==> config.mk <==
export PLATFORM = sky130hd
export DESIGN_NAME = pgh_ctrl
export DESIGN_NICKNAME = d
export VERILOG_FILES = /design/src/hw/rtl/pgh_pkg.sv /design/src/hw/rtl/pgh_ctrl.sv
export SDC_FILE = /design/constraint.sdc
export NUM_CORES = 1
export LEC_CHECK = 0
export BUFFER_PORTS_ARGS = -buffer_cell sky130_fd_sc_hd__buf_4
export CORE_AREA = 5 5 42 44
export DETAILED_ROUTE_END_ITERATION = 12
export DIE_AREA = 0 0 47 49
export GPL_ROUTABILITY_DRIVEN = 0
export HOLD_SLACK_MARGIN = 0.06
export MAX_ROUTING_LAYER = met4
export PLACE_DENSITY_LB_ADDON = 0.3
export SLEW_MARGIN = 10
export SYNTH_ARGS = -nofsm -noshare
export SYNTH_HDL_FRONTEND = slang
export SYNTH_SLANG_ARGS = --single-unit
==> constraint.sdc <==
create_clock -name clock -period 2.4 [get_ports clock]
set_input_delay 0.24 -clock clock [delete_from_list [all_inputs] [get_ports clock]]
set_output_delay 0.24 -clock clock [all_outputs]
set_load 0.005 [all_outputs]
==> src/hw/rtl/pgh_pkg.sv <==
// shared types, constants and the grid size function of the position grid histogram
// no dependencies
package pgh_pkg;

   localparam int MaxSeries   = 32;
   localparam int MaxColumns  = 32;
   localparam int MaxRows     = 32;
   localparam int Teams       = 2;
   localparam int CountBits   = 16;
   localparam int PosBits     = 24;
   localparam int RegBits     = 24;
   localparam int GridBits    = 6;
   localparam int SumBits     = 20;
   localparam int Cells       = MaxColumns * MaxRows;
   localparam int CellBits    = $clog2(Cells);
   localparam int SeriesBits  = $clog2(MaxSeries);
   localparam int SeriesDepth = MaxSeries * Cells;
   localparam int SeriesAddrBits = $clog2(SeriesDepth);
   localparam int TeamDepth   = Teams * Cells;
   localparam int TeamAddrBits = $clog2(TeamDepth);
   localparam int DiffBits    = RegBits + 1;
   localparam int ProdBits    = DiffBits + GridBits;
   localparam int DivSteps    = 6;
   localparam int ClearBits   = SeriesAddrBits;

   localparam logic [GridBits-1:0] DefColumns = GridBits'(18);
   localparam logic [GridBits-1:0] DefRows    = GridBits'(24);

   localparam logic [2:0] RegMinX = 3'd0;
   localparam logic [2:0] RegMaxX = 3'd1;
   localparam logic [2:0] RegMinZ = 3'd2;
   localparam logic [2:0] RegMaxZ = 3'd3;
   localparam logic [2:0] RegCols = 3'd4;
   localparam logic [2:0] RegRows = 3'd5;

   typedef struct packed {
      logic [4:0]  series_id;
      logic        team_id;
      logic        is_player;
      logic signed [23:0] pos_x;
      logic signed [23:0] pos_z;
   } req_type;

   typedef struct packed {
      logic        in_field;
      logic [4:0]  cell_column;
      logic [4:0]  cell_row;
      logic [9:0]  cell_index;
      logic [15:0] series_count;
      logic [19:0] team_cell_sum;
      logic [19:0] team_max;
   } rsp_type;

   typedef enum logic [3:0] {
      ST_CLEAR, ST_IDLE, ST_CHECK, ST_DIV_X, ST_DIV_Z, ST_ADDR, ST_READ,
      ST_UPDATE, ST_OUT
   } state_type;

   typedef struct packed {
      logic load;
      logic div_start_x;
      logic div_start_z;
      logic div_step;
      logic clear_step;
      logic mem_read;
      logic mem_write;
      logic out_load;
      logic out_empty;
   } cmd_type;

   typedef struct packed {
      logic in_range;
      logic div_done;
      logic clear_done;
   } status_type;

   function automatic logic [GridBits-1:0] grid_size(input logic [GridBits-1:0] raw,
                                                       input logic [GridBits-1:0] def,
                                                       input logic [GridBits-1:0] max);
      logic [GridBits-1:0] n;
      n = (raw == '0) ? def : raw;
      if (n > max) n = max;
      return n;
   endfunction

endpackage

==> src/hw/rtl/pgh_ctrl.sv <==
// controller state machine sequencing clear, divide, memory update and output
// depends on pgh_pkg
module pgh_ctrl import pgh_pkg::*; (
   input  logic       clock,
   input  logic       reset,
   input  logic       req_valid,
   output logic       req_ready,
   output logic       rsp_valid,
   input  logic       rsp_ready,
   input  status_type status,
   output cmd_type    cmd
);
   state_type state_ff, state_in;
   logic rsp_valid_ff, rsp_valid_in;
   logic out_free;

   // the result register takes a new item once the waiting one has gone
   assign out_free = !rsp_valid_ff || rsp_ready;

   always_comb begin
      state_in = state_ff;
      unique case (state_ff)
         ST_CLEAR:  if (status.clear_done) state_in = ST_IDLE;
         ST_IDLE:   if (req_valid) state_in = ST_CHECK;
         ST_CHECK: begin
            if (status.in_range) state_in = ST_DIV_X;
            else if (out_free) state_in = ST_IDLE;
         end
         ST_DIV_X:  if (status.div_done) state_in = ST_DIV_Z;
         ST_DIV_Z:  if (status.div_done) state_in = ST_ADDR;
         ST_ADDR:   state_in = ST_READ;
         ST_READ:   state_in = ST_UPDATE;
         ST_UPDATE: if (out_free) state_in = ST_OUT;
         ST_OUT:    if (out_free) state_in = ST_IDLE;
         default:   state_in = ST_IDLE;
      endcase
   end

   always_comb begin
      cmd = '0;
      unique case (state_ff)
         ST_CLEAR:  cmd.clear_step = 1'b1;
         ST_IDLE:   cmd.load = req_valid;
         ST_CHECK: begin
            cmd.div_start_x = status.in_range;
            cmd.out_empty = !status.in_range && out_free;
         end
         ST_DIV_X: begin
            cmd.div_step = !status.div_done;
            cmd.div_start_z = status.div_done;
         end
         ST_DIV_Z:  cmd.div_step = !status.div_done;
         ST_ADDR:   cmd.mem_read = 1'b1;
         ST_READ:   ;
         // the store is written once, when the result register is free
         ST_UPDATE: begin
            cmd.mem_write = out_free;
            cmd.out_load = out_free;
         end
         ST_OUT:    ;
         default:   ;
      endcase
   end

   assign rsp_valid_in = (rsp_valid_ff && !rsp_ready) || cmd.out_load || cmd.out_empty;

   always_ff @(posedge clock) begin
      if (reset) begin
         state_ff <= ST_CLEAR;
         rsp_valid_ff <= 1'b0;
      end else begin
         state_ff <= state_in;
         rsp_valid_ff <= rsp_valid_in;
      end
   end

   assign req_ready = (state_ff == ST_IDLE);
   assign rsp_valid = rsp_valid_ff;

`ifndef SYNTHESIS
   a_no_req_in_clear: assert property (@(posedge clock) disable iff (reset)
      state_ff == ST_CLEAR |-> !req_ready) else $error("ready during clear");
   a_write_once: assert property (@(posedge clock) disable iff (reset)
      cmd.mem_write |=> !cmd.mem_write) else $error("double write");
   a_load_idle: assert property (@(posedge clock) disable iff (reset)
      cmd.load |-> state_ff == ST_IDLE) else $error("load outside idle");
`endif
endmodule

# --- Word-level counts from Yosys, hierarchy flattened ---
# Cells that the tools add are included.
word_totals:
  register_bits: 5
  word_cells: 43
  inputBits: 7
  output_inout_bits: 11
classes:
  reduce_logical: 12
  n_mux: 16
  n_eq_ne: 13
ops:
  columns: ["operator", "count"]
  rows:
  - ["one-hot mux 4 bit (9 select lines)", 1]
  - ["two-way mux 4 bit", 7]
  - ["equality test 4 x 3 -> 1 bit (second input constant)", 4]
  - ["inequality test 2 bit (second input constant)", 5]
  - ["equality test 4 x 2 -> 1 bit (second input constant)", 2]
  - ["two-way mux 1 bit", 7]
  - ["AND reduction 5 bit", 1]
  - ["equality test 4 x 1 -> 1 bit (second input constant)", 1]
  - ["equality test 4 bit (second input constant)", 1]
  - ["logical NOT 1 bit", 4]
  - ["logical NOT 4 bit", 1]
  - ["logical OR 1 bit", 3]
  - ["logical AND 1 bit", 2]
  - ["two-way mux 2 bit", 1]
  - ["OR reduction 2 bit", 1]

# --- Longest topological paths before layout ---
# Gate-level depths: netlist of run 1.
depth:
  word_depth: 5
  ltp_mapped: 6
  depth_no_buf: 4

# --- Worst setup path before layout of run 1 ---
# OpenSTA, ideal clock, no wires.
synth_timing:
  path_kind: "register -> output"
  startpoint: "register state_ff[0]"
  endpoint: "output port cmd[2] (netlist bit)"
  path_stages_with_launch: 7
  t_arrival_ps: 1041
  required_time_ps: 2160
  path_buffers: 2
  path_slack_ps: 1119
  cell_sequence: "dfxtp_1 > buf_6 > inv_2 > nor2_2 > nand3_1 > nor2_1 > buf_4"
synth_rtl:
  columns: ["item", "line", "source"]
  rows:
  - ["from (decl)", "pgh_ctrl.sv:13", "state_type state_ff, state_in;"]
  - ["from (signal assigned)", "pgh_ctrl.sv:72", "state_ff <= state_in;"]
  - ["to (decl)", "pgh_ctrl.sv:11", "output cmd_type cmd"]

==> results of run 1 <==
-- cells by family after synthesis --
| family | after synthesis |
|---|---|
| AND/OR/NAND/NOR | 27 |
| AO/OA/AOI/OAI | 16 |
| buffers and inverters | 8 |
| flip-flops | 5 |
| multiplexers | 1 |
-- how the worst min path moves through the flow --
stage,from,endpoint,slack (ps)
2_1_floorplan,reset,state_ff[2]$_SDFFE_PP0P_,310
3_5_place_dp,reset,state_ff[2]$_SDFFE_PP0P_,450
6_report,reset,state_ff[2]$_SDFFE_PP0P_,180
4_1_cts,reset,state_ff[2]$_SDFFE_PP0P_,170
5_1_grt,reset,state_ff[2]$_SDFFE_PP0P_,190
3_3_place_gp,reset,state_ff[2]$_SDFFE_PP0P_,450
-- synthesized netlist by cell type, drive strengths merged --
cell type and n:
nor3 4, a31oi 3, nand4 1, o21ai 2, nor2b 1, o31a 1
a211oi 1, nor4 2, buf 6, nand2 4, nor2 6, dfxtp 5
inv 2, o311a 1, nand2b 1, and3 4, a21oi 4, a2111oi 1
o221ai 1, or3 1, o221a 1, mux2i 1, and2b 1, nor3b 1
nand3 1, o311ai 1
-- power groups by stage --
stage	sequential [uW]	combinational (uW)	clock, uW
6_report	98.8	61.7	107
5_1_grt	100	68.3	118
4_1_cts	98.4	62.1	109
3_5_place_dp	99.9	61.9	0
3_3_place_gp	99.8	62.0	0
2_1_floorplan	91.4	45.2	0
-- sequential cells by signal (all words and copies together), names as in the netlist --
name,flops
state_ff,4
rsp_valid,1
-- layer usage --
layer	global-route usage [%]	routed length, um	vias to the layer above
met5	-	0	-
met4	10.6	43	0
met3	2.21	74	5
met2	15.2	561	20
met1	16.2	554	210
li1	-	-	247
-- layout make-up --
cell class	count	area [sq um]
fill	163	833
multi-input combinational	44	287
timing repair buffer	17	128
sequential	5	100
clock buffer	4	26.3
tap	16	20.0
inverter	2	7.51
-- per-stage QoR --
| stage | hold slack (ps) | setup slack, ps | utilization, % | cells | power (uW) |
|---|---|---|---|---|---|
| floorplan | 309 | 1120 | - | 57 | 137 |
| global placement | 447 | 840 | 38.7 | 84 | 162 |
| detailed placement | 448 | 855 | 38.7 | 84 | 162 |
| CTS | 174 | 561 | 40.5 | 88 | 270 |
| global route | 186 | 430 | 40.5 | 88 | 286 |
| finish | 181 | 549 | 40.5 | 88 | 268 |
==> impl_metrics.csv, run 1 <==
group,metric,value,unit
critical_path,crit_end,"cmd[5]",
placement,io_buffer_count,17,
placement,dpl_cell_area,542,sq um
detailed_routing,avgRoutedWirePerCell,14.0,um
timing,max_freq,540,MHz
global_route,grt_max_degree,19,
synth,synthMuxAreaShare,2.25,%
detailed_routing,first_pass_iters,4,
clocking,cts-root-buf,"clkbuf_4",
synth,yosys-top-cells-area,"dfxtp_1 22%, buf_6 7.6%, and3_1 5.6%, a21oi_1 4.5%, nor3_2 4.5%",
layout,layout_common_cells,"17 x buf_4, 5 x nor2_1, 5 x dfxtp_1",
timing,fin_setup_tns,0,ps
floorplanning,die_w,47,um
timing,slew_violations,0,
critical_path,crit_slowest_cell,"dfxtp_1",
critical_path,crit_type,"flop to output pin",
clocking,hold_buffers,0,
layout,final_nets,80,
synth,ys_warn_count,0,
detailed_routing,drtIter0Drc,17,
synth,synth_top_family_by_area,"simple AND/OR/NAND/NOR gates",
timing,fin_skew,9.83,ps
power_and_ir_drop,power.leakage,0.000242,uW
power_and_ir_drop,pwr-share-seq,36.9,%
floorplanning,ioPinCount,18,
placement,dp_hpwl,899,um
synth,yosys.area.top_type,"dfxtp_1",
clocking,post_cts_buffers,0,
synth,syn-cell-area,445,sq um
critical_path,regToRegStartpoint,"state_ff[2]$_SDFFE_PP0P_",
timing,tightest_slew,614,ps
critical_path,regToRegEndpoint,"state_ff[0]$_SDFFE_PP0P_",
critical_path,path_delay_family,"flip-flops",
timing,rsz0062_at_grt,"false",
critical_path,r2r_slack,880,ps
critical_path,start_kind,"flop",
layout,diodes,0,
layout,drive_gt1_share,38.9,%
timing,fin_crit_sh,77.1,%
floorplanning,die_height,49,um
global_route,antenna_found_initial,0,
synth,yosysUniqueCellTypes,32,
synth,syn_avg_cell_area,7.81,sq um
clocking,cts_resized,0,
global_route,overflow,0,
floorplanning,initial_core_util,31.8,%
synth,yosys.area.top_type_share,22.5,%
critical_path,startpoint,"state_ff[2]$_SDFFE_PP0P_",
critical_path,worst_setup_path_end_kind,"output pin",
timing,setup_viol,0,
timing,slew_headroom,59.0,%
power_and_ir_drop,max-vdd-ir-drop,0.242,mV
detailed_routing,final_antenna_net_count,0,
detailed_routing,via_count,482,
synth,synth_compound_area_share,26.7,%
detailed_routing,vias_per_cell,5.48,
outcome,status,"completed",
floorplanning,die-area,2300,sq um
synth,synth-simple-area-share,35.4,%
critical_path,crit_buf_inv,1,
timing,period_minus_slack,1850,ps
power_and_ir_drop,clkPwrFrac,40.1,%
detailed_routing,wirelength,1.23,mm
synth,synth_xor_area_share,0,%
synth,ys_ff_latch,5,
hold_path,worstHoldPathType,"input port to flop",
synth,synth_nets,64,
synth,synthAdderAreaFrac,0,%
power_and_ir_drop,power_density,471,nW/um^2
power_and_ir_drop,p_int,184,uW
clocking,clk_pin_slew_worst_paths,50,ps
detailed_routing,drc_errors,0,
clocking,cts_sinks,5,
global_route,grt_pass1_wl,1.96,mm
critical_path,cp_slowest_stage_delay,710,ps
power_and_ir_drop,switching_share,31.4,%
clocking,clockBufferDepth,2,
critical_path,worst-r2r-cell-count,4,
power_and_ir_drop,p_comb_share,23.1,%
layout,final_common_cell,"buf_4",
floorplanning,std_cell_rows,14,
layout,syn_to_final_growth,27.5,%
critical_path,arrival,1610,ps
synth,synthCells,57,
clocking,cts.htree.levels,1,
clocking,insertion_delay,260,ps
floorplanning,fp.coreArea,1400,sq um
layout,postLayoutCellArea,568,sq um
clocking,cts_made_buffers,3,
job,drv_cap,0,
clocking,cts_tree,"yes",
critical_path,cp_cell_sequence,"nor3b_1, a21oi_1, nor3_2, buf_4",
timing,final-hold-violation-count,0,
global_route,grt.total_usage,12.3,%
critical_path,cp.depth,4,
synth,synth-seq-area-share,22.5,%
hold_path,holdPathStages,2,
global_route,grt_pass1_vias,438,
critical_path,worstPathRequired,2160,ps
critical_path,crit_fanout,18,
power_and_ir_drop,p_sw,84.1,uW
(Power assumes the default switching activity.)
==> inputs of run 2 (changes only) <==
ABC_AREA = 1   (was default)
clock period = 1.8 ns   (was 2.4 ns; I/O delays follow)
==> impl_metrics.csv, run 2 <==
group,metric,value,unit
outcome,status,"completed",
synth,yosysUniqueCellTypes,20,
critical_path,crit_type,"flop to output pin",
critical_path,crit_buf_inv,2,
synth,synth_edf_count,0,
synth,yosys.area.top_type_share,20.6,%
clocking,cts_tree,"yes",
floorplanning,fp.coreArea,1400,sq um
critical_path,cp_cell_sequence,"nor2_1, nand2_2, nand2_2, nand2_4, inv_1, buf_4",
power_and_ir_drop,power_density,701,nW/um^2
synth,ys_ff_latch,5,
layout,final_common_cell,"inv_1",
layout,largest-register,"state_ff",
job,drv_cap,0,
timing,max_freq,678,MHz
floorplanning,std_cell_rows,14,
synth,syn_avg_cell_area,5.85,sq um
timing,period_minus_slack,1480,ps
detailed_routing,wirelength,1.15,mm
critical_path,start_kind,"flop",
hold_path,worstHoldPathType,"input port to flop",
synth,synthCells,83,
detailed_routing,final_antenna_net_count,0,
layout,drive_gt1_share,33.0,%
synth,yosys.area.top_type,"dfxtp_1",
global_route,grt_pass1_vias,528,
synth,synth-seq-area-share,20.6,%
synth,yosys-top-cells-area,"dfxtp_1 21%, inv_1 14%, nand2_1 12%, nor2_1 10%, nand3_1 7.2%",
global_route,antenna_found_initial,0,
placement,dp_hpwl,991,um
clocking,cts-root-buf,"clkbuf_4",
global_route,overflow,0,
global_route,grt_pass1_wl,2.13,mm
layout,diodes,0,
layout,syn_to_final_growth,34.3,%
layout,largest_reg_flops,4,
timing,fin_skew,2.57,ps
critical_path,cp_common_cell,"nand2_2",
clocking,cts.htree.levels,1,
synth,async_flop_share,0,%
layout,layout_common_cells,"18 x inv_1, 17 x buf_4, 15 x nand2_1",
clocking,clockBufferDepth,2,
floorplanning,ioPinCount,18,
global_route,grt.total_usage,13.1,%
detailed_routing,vias_per_cell,4.53,
timing,setup_viol,0,
clocking,cts_resized,0,
clocking,clk_pin_slew_worst_paths,40,ps
critical_path,worstPathRequired,1620,ps
timing,timing.hold.ws,135,ps
clocking,post_cts_buffers,0,
synth,synth_nets,90,
layout,fill_cells,154,
clocking,insertion_delay,240,ps
detailed_routing,first_pass_iters,4,
timing,slew_headroom,78.9,%
detailed_routing,avgRoutedWirePerCell,9.65,um
timing,fin_setup_tns,0,ps
timing,slew_violations,0,
clocking,cts_made_buffers,3,
timing,final-hold-violation-count,0,
timing,tightest_slew,315,ps
synth,syn-cell-area,485,sq um
global_route,grt_max_degree,8,
critical_path,path_delay_family,"simple AND/OR/NAND/NOR gates",
hold_path,holdPathStages,2,
critical_path,crit_slowest_cell,"dfxtp_1",
critical_path,crit_fanout,5,
critical_path,cp.depth,6,
timing,fin_crit_sh,82.0,%
clocking,hold_buffers,0,
floorplanning,die_height,49,um
synth,synth-main-ff-cell,"dfxtp_1",
synth,synthTopCellsByCount,"18 x inv_1, 15 x nand2_1, 13 x nor2_1",
critical_path,arrival,1300,ps
floorplanning,die_w,47,um
detailed_routing,drc_errors,0,
synth,ys_warn_count,0,
placement,io_buffer_count,17,
critical_path,worst_setup_path_end_kind,"output pin",
synth,post-synth-top-count-cell,"inv_1",
power_and_ir_drop,power.leakage,0.000365,uW
critical_path,worst-r2r-cell-count,7,
detailed_routing,drtIter0Drc,6,
power_and_ir_drop,max-vdd-ir-drop,0.336,mV
clocking,cts_sinks,5,
critical_path,cp_slowest_stage_delay,330,ps
layout,final_nets,111,
detailed_routing,via_count,539,
floorplanning,initial_core_util,34.6,%
timing,rsz0062_at_grt,"false",
floorplanning,die-area,2300,sq um
## run 2: cell types whose count changed after synthesis, sizes merged, moves of 2 or more
cell,before,now
nor2,6,17
and3,4,0
inv,2,19
buf,6,1
nor4,2,0
nand2,4,21
nand3,1,8
a31oi,3,1
## run 2: power breakdown
group	switching, uW	internal (uW)	total, uW
combinational	111	80.0	191
clock	47.5	83.9	131
sequential	12.4	122	134
total	171	286	457
## run 2: cell type report
| type | count | area (sq um) | area share (%) |
|---|---|---|---|
| Timing Repair Buffer | 17 | 128 | 19.6 |
| Sequential cell | 5 | 100 | 15.4 |
| Clock buffer | 4 | 26.3 | 4.03 |
| Multi-Input combinational cell | 58 | 307 | 47.0 |
| Inverter | 19 | 71.3 | 10.9 |
| Tap cell | 16 | 20.0 | 3.07 |
## run 2: final timing paths
path | end | startpoint | slack (ps)
hold / removal | state_ff[2]$_SDFFE_PP0P_ | reset | 140
setup reg to reg | state_ff[0]$_SDFFE_PP0P_ | state_ff[1]$_SDFFE_PP0P_ | 580
hold reg to reg | state_ff[2]$_SDFFE_PP0P_ | state_ff[2]$_SDFFE_PP0P_ | 480
setup / recovery | cmd[5] | state_ff[3]$_SDFFE_PP0P_ | 320
## run 2: metal layers
metal / vias to the layer above / GRT usage, % / share of wire [%]
met4: 0 / 8.29 / 3.2
met5: - / - / 0
met1: 229 / 16.0 / 46
met3: 5 / 2.21 / 5.6
li1: 292 / - / -
met2: 13 / 19.0 / 45
## run 2: logic make-up (layout without fill, tap and decap cells)
logic type | after synthesis | in the layout | synth area share [%]
simple gates | 49 | 49 | 52.1
buf+inv | 20 | 40 | 16.2
compound gates | 9 | 9 | 11.1
flops | 5 | 5 | 20.6
## run 2: through the flow
step | worst slack (ps) | power, uW | cell area (sq um) | utilization, % | std cells
global placement | 566 | 328 | 626 | 44.6 | 115
detailed placement | 576 | 329 | 626 | 44.6 | 115
global route | 205 | 501 | 652 | 46.5 | 119
finish | 325 | 457 | 652 | 46.5 | 119
floorplan | 699 | 261 | 485 | - | 83
CTS | 304 | 466 | 652 | 46.5 | 119
## run 2: worst reg2reg max path: stages, from the launching register on
cell and delay (ps):
dfxtp_1 430, nor2_1 120, nand2_1 110, nor2_1 40, o21ai_0 170, nand2_1 90
nor2_1 110, nor2_1 40
